==> config.mk <==
export PLATFORM = sky130hd
export DESIGN_NAME = lidar_scan_frame_parser
export DESIGN_NICKNAME = d
export VERILOG_FILES = /design/src/hdl/lsfp_pkg.sv /design/src/hdl/lsfp_div10.sv /design/src/hdl/lidar_scan_frame_parser.sv
export SDC_FILE = /design/constraint.sdc
export NUM_CORES = 1
export LEC_CHECK = 0
export ABC_AREA = 1
export BUFFER_PORTS_ARGS = -buffer_cell sky130_fd_sc_hd__buf_4
export CAP_MARGIN = 10
export CORE_AREA = 2 2 166 168
export DETAILED_ROUTE_END_ITERATION = 10
export DIE_AREA = 0 0 168 170
export PLACE_DENSITY = 0.62
export SYNTH_ARGS = -nofsm -noshare
export SYNTH_HDL_FRONTEND = slang
export SYNTH_SLANG_ARGS = --single-unit
==> constraint.sdc <==
create_clock -name aclk -period 6.8 [get_ports aclk]
set_clock_uncertainty 0.05 [all_clocks]
set_input_delay 1.36 -clock aclk [delete_from_list [all_inputs] [get_ports aclk]]
set_output_delay 1.36 -clock aclk [all_outputs]
set_load 0.01 [all_outputs]
==> src/hdl/lsfp_pkg.sv <==
// Shared constants and types for the scan frame parser.
// No dependencies; every other file in hdl/ imports this package.
package lsfp_pkg;

    localparam int PACKETS_PER_FRAME   = 60;
    localparam int PACKET_BYTES        = 42;
    localparam int READINGS_PER_PACKET = 6;

    localparam logic [7:0] SYNC_FIRST  = 8'hFA;
    localparam logic [7:0] SYNC_SECOND = 8'hA0;
    localparam logic [8:0] LAST_ANGLE  = 9'd359;

    // Byte offsets inside a packet and inside a reading
    localparam logic [5:0] OFS_SYNC0   = 6'd0;
    localparam logic [5:0] OFS_SYNC1   = 6'd1;
    localparam logic [5:0] OFS_SPEED_L = 6'd2;
    localparam logic [5:0] OFS_SPEED_H = 6'd3;
    localparam logic [2:0] RD_RANGE_H  = 3'd3;
    localparam logic [2:0] RD_LAST     = 3'd5;

    // Reciprocal of ten for a 16-bit dividend: q = (x * 52429) >> 19
    localparam logic [15:0] DIV10_MULT  = 16'd52429;
    localparam int          DIV10_SHIFT = 19;

    typedef enum logic [1:0] {
        PH_HUNT_FIRST  = 2'd0,
        PH_HUNT_SECOND = 2'd1,
        PH_IN_FRAME    = 2'd2
    } sync_phase_t;

endpackage

==> src/hdl/lsfp_div10.sv <==
// Divide a 16-bit speed word by ten with a reciprocal multiply.
// Depends on lsfp_pkg for the multiplier constant and shift.
module lsfp_div10 (
    input  logic [15:0] dividend,
    output logic [12:0] quotient
);
    import lsfp_pkg::*;

    logic [31:0] product;

    // Exact for every 16-bit input: the reciprocal error stays below one tenth
    assign product  = 32'(dividend) * 32'(DIV10_MULT);
    assign quotient = product[DIV10_SHIFT +: 13];

endmodule

==> src/hdl/lidar_scan_frame_parser.sv <==
// Scan frame parser top level: sync hunt, packet counting, reading output.
// Depends on lsfp_pkg and lsfp_div10.
//
//  channel | ports                                   | direction | transfer
//  --------+-----------------------------------------+-----------+----------------------
//  input   | s_valid s_ready s_rx_byte               | in        | one received byte
//  result  | m_valid m_ready m_angle m_range_mm      | out       | one reading
//          | m_intensity m_rpm m_last_of_scan        |           |
//
// Cycles: one byte per cycle unless stalled. Each byte is decoded in the cycle it
// is accepted and a reading, when one completes, sits in the output register the
// next cycle. The only storage between the two sides is that single output
// register, so s_ready is high whenever it is empty or being drained in the same
// cycle. Reset (aresetn low, synchronous) returns to hunting the first sync byte.
// A stall on the result side holds the reading and stops input only while it waits.
module lidar_scan_frame_parser (
    input  logic        aclk,
    input  logic        aresetn,
    input  logic        s_valid,
    output logic        s_ready,
    input  logic [7:0]  s_rx_byte,
    output logic        m_valid,
    input  logic        m_ready,
    output logic [8:0]  m_angle,
    output logic [15:0] m_range_mm,
    output logic [15:0] m_intensity,
    output logic [12:0] m_rpm,
    output logic        m_last_of_scan
);
    import lsfp_pkg::*;

    // Parser state
    sync_phase_t  phase_reg, phase_next;
    logic [5:0]   pkt_num_reg, pkt_num_next;
    logic [5:0]   byte_idx_reg, byte_idx_next;
    logic         pkt_ok_reg, pkt_ok_next;
    logic [12:0]  rpm_reg, rpm_next;        // speed word already divided by ten
    logic [23:0]  held_reg, held_next;      // low speed byte, or reading bytes 0..2
    logic [2:0]   rd_ofs_reg, rd_ofs_next;  // byte offset inside the current reading
    logic [3:0]   rd_num_reg, rd_num_next;  // reading number inside the packet

    // Output register
    logic         m_valid_reg, m_valid_next;
    logic [8:0]   angle_reg, angle_next;
    logic [15:0]  range_reg, range_next;
    logic [15:0]  inten_reg, inten_next;
    logic [12:0]  out_rpm_reg, out_rpm_next;
    logic         last_reg, last_next;

    logic         accept;
    logic         emit;
    logic [6:0]   byte_idx_inc;
    logic [6:0]   pkt_num_inc;
    logic [8:0]   reading_idx;
    logic [12:0]  speed_div10;

    assign s_ready = !m_valid_reg || m_ready;
    assign accept  = s_valid && s_ready;

    lsfp_div10 u_div10 (
        .dividend ({s_rx_byte, held_reg[7:0]}),
        .quotient (speed_div10)
    );

    // Reading number over the whole frame; sets angle and the end-of-scan flag
    assign reading_idx  = 9'(pkt_num_reg) * 9'(READINGS_PER_PACKET) + 9'(rd_num_reg);
    assign byte_idx_inc = 7'(byte_idx_reg) + 7'd1;
    assign pkt_num_inc  = 7'(pkt_num_reg) + 7'd1;

    always_comb begin
        phase_next    = phase_reg;
        pkt_num_next  = pkt_num_reg;
        byte_idx_next = byte_idx_reg;
        pkt_ok_next   = pkt_ok_reg;
        rpm_next      = rpm_reg;
        held_next     = held_reg;
        rd_ofs_next   = rd_ofs_reg;
        rd_num_next   = rd_num_reg;
        emit          = 1'b0;

        if (accept) begin
            case (phase_reg)
                PH_HUNT_SECOND: begin
                    // A wrong second byte drops back without rechecking it as 0xFA
                    if (s_rx_byte == SYNC_SECOND) begin
                        phase_next    = PH_IN_FRAME;
                        pkt_num_next  = '0;
                        byte_idx_next = 6'd2;
                        pkt_ok_next   = 1'b1;
                    end else begin
                        phase_next = PH_HUNT_FIRST;
                    end
                end
                PH_IN_FRAME: begin
                    case (byte_idx_reg)
                        OFS_SYNC0: begin
                            pkt_ok_next = (s_rx_byte == SYNC_FIRST);
                        end
                        OFS_SYNC1: begin
                            if (s_rx_byte != SYNC_SECOND + {2'b00, pkt_num_reg})
                                pkt_ok_next = 1'b0;
                        end
                        OFS_SPEED_L: begin
                            held_next = {16'h0000, s_rx_byte};
                        end
                        OFS_SPEED_H: begin
                            rpm_next    = speed_div10;
                            rd_ofs_next = '0;
                            rd_num_next = '0;
                        end
                        default: begin
                            // Reading bytes: latch 0..2, emit on 3, skip reserved
                            case (rd_ofs_reg)
                                3'd0: held_next[7:0]   = s_rx_byte;
                                3'd1: held_next[15:8]  = s_rx_byte;
                                3'd2: held_next[23:16] = s_rx_byte;
                                default: ;
                            endcase
                            if (rd_ofs_reg == RD_RANGE_H && pkt_ok_reg &&
                                rd_num_reg < 4'(READINGS_PER_PACKET))
                                emit = 1'b1;
                            if (rd_ofs_reg == RD_LAST) begin
                                rd_ofs_next = '0;
                                rd_num_next = rd_num_reg + 4'd1;
                            end else begin
                                rd_ofs_next = rd_ofs_reg + 3'd1;
                            end
                        end
                    endcase

                    // Advance through the packet, then through the frame
                    if (byte_idx_inc >= 7'(PACKET_BYTES)) begin
                        byte_idx_next = '0;
                        if (pkt_num_inc >= 7'(PACKETS_PER_FRAME)) begin
                            pkt_num_next = '0;
                            phase_next   = PH_HUNT_FIRST;
                        end else begin
                            pkt_num_next = pkt_num_inc[5:0];
                        end
                    end else begin
                        byte_idx_next = byte_idx_inc[5:0];
                    end
                end
                default: begin
                    // Hunting the first sync byte; the unused code behaves the same
                    phase_next = (s_rx_byte == SYNC_FIRST) ? PH_HUNT_SECOND : PH_HUNT_FIRST;
                end
            endcase
        end
    end

    // Load a new reading, or drain the register once it is taken
    always_comb begin
        m_valid_next = m_valid_reg;
        angle_next   = angle_reg;
        range_next   = range_reg;
        inten_next   = inten_reg;
        out_rpm_next = out_rpm_reg;
        last_next    = last_reg;
        if (emit) begin
            m_valid_next = 1'b1;
            angle_next   = LAST_ANGLE - reading_idx;
            range_next   = {s_rx_byte, held_reg[23:16]};
            inten_next   = held_reg[15:0];
            out_rpm_next = rpm_reg;
            last_next    = (reading_idx == LAST_ANGLE);
        end else if (m_ready) begin
            m_valid_next = 1'b0;
        end
    end

    always_ff @(posedge aclk) begin
        if (!aresetn) begin
            phase_reg    <= PH_HUNT_FIRST;
            pkt_num_reg  <= '0;
            byte_idx_reg <= '0;
            pkt_ok_reg   <= 1'b0;
            rpm_reg      <= '0;
            held_reg     <= '0;
            rd_ofs_reg   <= '0;
            rd_num_reg   <= '0;
            m_valid_reg  <= 1'b0;
        end else begin
            phase_reg    <= phase_next;
            pkt_num_reg  <= pkt_num_next;
            byte_idx_reg <= byte_idx_next;
            pkt_ok_reg   <= pkt_ok_next;
            rpm_reg      <= rpm_next;
            held_reg     <= held_next;
            rd_ofs_reg   <= rd_ofs_next;
            rd_num_reg   <= rd_num_next;
            m_valid_reg  <= m_valid_next;
        end
    end

    // Payload needs no reset
    always_ff @(posedge aclk) begin
        angle_reg   <= angle_next;
        range_reg   <= range_next;
        inten_reg   <= inten_next;
        out_rpm_reg <= out_rpm_next;
        last_reg    <= last_next;
    end

    assign m_valid        = m_valid_reg;
    assign m_angle        = angle_reg;
    assign m_range_mm     = range_reg;
    assign m_intensity    = inten_reg;
    assign m_rpm          = out_rpm_reg;
    assign m_last_of_scan = last_reg;

endmodule
After elaboration in Yosys (flattened, before gate mapping)
Index checks and enable logic that the tools add are counted.
{ "totals": {"in_bits": 12, "ram_bits": 0, "register_bits": 115, "memories": 0, "elab_cells": 104, "romBits": 0, "latchBits": 0} }
{ "classes": {"n_mux": 30, "shifts": 0, "addsub": 7, "magnitude_cmp": 3, "n_reduce_logical": 26, "bitwise": 2, "n_div": 0, "n_eq_ne": 18, "mul": 2} }
{ "op_table": {"columns": ["cell", "count"], "rows": [
  ["$pmux W24 S2", 1],
  ["$mul A16 B16 Y32 const B", 1],
  ["$mux W6", 5],
  ["$mux W8", 3],
  ["$pmux W6 S2", 2],
  ["$reduce_and A4 Y1", 5],
  ["$eq A8 B8 Y1 const B", 2],
  ["$add A6 B1 Y7 const B", 2],
  ["$ge A7 B6 Y1 const B", 2],
  ["$eq A6 B2 Y1 const B", 2],
  ["$reduce_and A3 Y1", 4],
  ["$reduce_bool A2 Y1", 6],
  ["$add A9 B4 Y9", 1],
  ["$eq A9 B9 Y1 const B", 1],
  ["$mux W1", 9],
  ["$sub A9 B9 Y9 const A", 1],
  ["$add A8 B6 Y8 const A", 1],
  ["$mul A6 B2 Y8 const B", 1],
  ["$ne A8 B8 Y1", 1],
  ["$pmux W4 S2", 1],
  ["$eq A3 B2 Y1 const B", 2],
  ["$eq A6 B1 Y1 const B", 1],
  ["$logic_not A6 Y1", 1],
  ["$mux W2", 3],
  ["other kinds (23)", 30]
]} }

Logic depth before layout (Yosys ltp)
{ "logic_depth": {"word_depth": 8, "depth_mapped": 25, "ltp_nobuf": 25} }

By module
A second synthesis with hierarchy kept.
{ "unflattened": {"hier_cells": 1410, "area_unflattened_um2": 10919.2} }
{ "modules_own_cells": {"columns": ["mod", "area_per_inst_um2", "cells_each", "instances"], "rows": [
  ["lsfp_div10", 5569.1, 792, 1],
  ["lidar_scan_frame_parser", 5350.1, 618, 1]
]} }

Worst setup path after synthesis
No wires, ideal clock.
{ "synth_path": {"kind": "input to register", "startpoint": "input s_rx_byte[0]", "endpoint": "register rpm_reg[6]", "path_stages": 20, "slack_ns": 1.082, "arrival_time_ns": 5.555, "path_cell_list": "ha_1 inv_1 fa_1 inv_1 fa_1 fa_1 fa_1 inv_1 fa_1 inv_1 ha_1 nand2_1 nor2_1 nand2_1 nor3b_1 nand2_1 nand3_1 nor2_1 o21ai_1 inv_1"} }
{ "synth_between": {"elab_chain_len": 1} }
{ "synth_lines": {"columns": ["item", "line_no", "rtl"], "rows": [
  ["from (decl)", "lidar_scan_frame_parser.sv:21", "input logic [7:0] s_rx_byte,"],
  ["$mul A16 B16 Y32", "lsfp_div10.sv:12", "assign product = 32'(dividend) * 32'(DIV10_MULT);"],
  ["to (signal assigned)", "lidar_scan_frame_parser.sv:188", "rpm_reg <= rpm_next;"],
  ["to (decl)", "lidar_scan_frame_parser.sv:37", "logic [12:0] rpm_reg, rpm_next;"]
]} }
No other way between the ends.
A chain may end at the register's enable or synchronous reset.

Final worst setup path
{ "layout_path": {"startpoint": "input s_rx_byte[0]", "endpoint": "register rpm_reg[7]"} }
The elaborated chain is that of the path after synthesis.

==> metrics.txt <==
drt drc 0; CP peak stage delay about 560 ps; largest net degree at the start of global routing 43; pwr dens about 220 mW/mm²; Initial Util 39.73%; Synth Net Count around 1,500; Slew Limit Fails 0; Largest register FFs 24; initial antenna violation count 0; asr flop ratio synth 0%; Final setup viols 0; first-pass GRT wire length 41,320 µm; final worst setup slack 749.7 ps; vias in the first global route just over 8,000; DRT Wirelength roughly 25,000 µm; Die H around 170 µm; Syn. warnings 0; Post-Syn Area ~0.011 mm²; synth unique cells 43; clock tree sinks ~120; most frequent cells in the layout inv_1 (309), nand2_1 (241), ha_1 (155); DRT Pass-1 Iters 6; max frequency 165.3 MHz; worst-skew pair later-pin latency between 400 and 500 ps; post-route ant nets 0; routed vias approximately 8,000; path type of the worst setup path primary input to flip-flop; H-tree depth 4; fin util 45.16%; num rows 60; normalized max-slew margin roughly 24%; Tightest Pin Transition between 1000 and 1500 ps; syn_area_per_cell 8.246 µm²; CORE AREA about 0.027 mm²; Hold Fails Final Rpt 0; top_reg_cell synth dfxtp_1; peak fanout along the critical path 9; DIE WIDTH approximately 170 µm; Layout area overhead 13.67%; Place WS 351.7 ps; Root Buffer clkbuf_16; Worst EP arrival between 6000 and 7000 ps; crit path capture type flip-flop; GR Util All Layers between 15 and 20%; max cap viols 0; min Tclk post-route 6050 ps; FF-to-FF setup slack roughly 1300 ps; #FFs+latches synth around 120; crit path max-delay cell type fa_1; Area contributors post-synth ha_1 (18%), edfxtp_1 (16%), fa_1 (15%), dfxtp_1 (11%), inv_1 (11%); crit-path most repeated cell inv_1; Ports 69; die area ~0.029 mm²; status finished, final reports clean; GRT Residual Overflow 0; Buffers on Ports 68; Startpoint Class primary input; routability congestion estimate 1.004; Hold Buf Count CTS 0; vias per cell 4.810; TNS Setup 0 ps; cts repair resizes 0; Final period util 88.97%; RSZ-0062 raised after global routing no; sequential share of the synthesized area between 20% and 30%; TritonCTS Buffers 17; worst hold path class flip-flop to flip-flop; crit-path cells buf_4 -> inv_1 -> ha_1 -> ha_1 -> fa_1 -> inv_1 -> fa_1 -> inv_1 -> fa_1 -> inv_1 -> fa_1 -> inv_1 -> ha_1 -> nand2_1 -> nor2_1 -> nand2_1 -> nor3_1 -> o21ai_0 -> nand3_1 -> nand3_1 -> nand2_1 -> inv_1; Power Total approximately 2.7 mW; TritonCTS clock tree yes; top-area cell type share of the netlist area between 10% and 20%; Layout Nets roughly 1,600; P_leak 6.352 nW; Post-synth EDFFs 55; First DRT Iteration DRCs between 400 and 500; Max VDD drop 0.1454 mV; layout cells sized above 1 9.257%; # diodes 0; post-DR wirelength/cell around 15 µm; largest area contributor in the netlist ha_1; Reg clk slew, reported paths 70 ps; Crit path required time 7070 ps; post-CTS setup buffer count 0; cells after synthesis between 1,000 and 1,500; dpl hpwl a little over 20,000 µm; commonest non-fill, non-tap cell in the layout inv_1; deepest clock path buffer count 2
-- through the flow --
step | instance area [µm²] | cells | hold WS, ps
after floorplan | 10590 | 1284 | 353.0
after global placement | 11450 | 1681 | 355.0
after detailed placement | 11450 | 1681 | 359.7
after CTS | 12040 | 1713 | 376.2
after global routing | 12040 | 1713 | 389.4
final | 12040 | 1713 | 374.3
-- worst paths after layout --
path | start | endpoint | depth (start not counted)
max | s_rx_byte[0] | rpm_reg[7]$_SDFFE_PN0P_ | 22
min | held_reg[9]$_SDFFE_PN0P_ | m_intensity[9]$_DFFE_PP_ | 0
max reg2reg | held_reg[5]$_SDFFE_PN0P_ | rpm_reg[7]$_SDFFE_PN0P_ | 21
min reg2reg | held_reg[9]$_SDFFE_PN0P_ | m_intensity[9]$_DFFE_PP_ | 0
-- power by group --
| part | internal, mW | total (mW) | switching [mW] |
|---|---|---|---|
| sequential | 0.719 | 0.719 | 0.00000646 |
| clock | 0.520 | 0.907 | 0.387 |
| combinational | 0.358 | 1.03 | 0.671 |
| total | 1.60 | 2.66 | 1.06 |
-- cells by family (layout without fill, tap and decap cells) --
| family | count (synthesis) | after routing | synth area share [%] |
|---|---|---|---|
| AND/OR/NAND/NOR | 440 | 440 | 18.16 |
| buffers and inverters | 326 | 414 | 11.91 |
| adder cells (fa/ha/maj) | 236 | 236 | 33.63 |
| AO/OA/AOI/OAI | 144 | 144 | 7.374 |
| flip-flops | 115 | 115 | 26.94 |
| XOR/XNOR | 23 | 23 | 1.974 |
-- cell usage after synthesis (5+ instances only) --
master    number
inv_1        309
nand2_1      241
a21oi_1       76
o21bai_1       5
nand3_2        6
o21ai_0       42
nand4_1       10
edfxtp_1      55
o21ai_1        6
xor2_1        17
nor3_1         7
nor2_1        96
fa_1          81
dfxtp_1       60
clkbuf_1       5
nand3_1       60
ha_1         155
xnor2_1        5
-- worst max-delay path, delay by kind of cell --
kind | cells | cell delay [ps]
buffers and inverters | 7 | 590
adders and majority gates | 7 | 3280
and+or+nand+nor | 7 | 940
AOI/OAI and AO/OA | 1 | 140
-- layout make-up --
cell class | count | area (µm²)
fill | 2592 | 14620
sequential | 115 | 2853
clock inverter | 15 | 157.7
timing repair buffer | 69 | 518.0
multi-input combinational | 843 | 6480
inverter | 313 | 1175
tap | 341 | 426.7
clock buffer | 17 | 425.4
-- layer usage --
layer | GRT usage [%] | up-vias | routed length (µm)
met5 | 0 | - | 0
met4 | 6.994 | 0 | 878
met1 | 24.23 | 3807 | 11800
met3 | 4.163 | 46 | 1220
met2 | 30.18 | 197 | 11280
li1 | - | 4190 | -
Power figures use the tool's default switching activity.
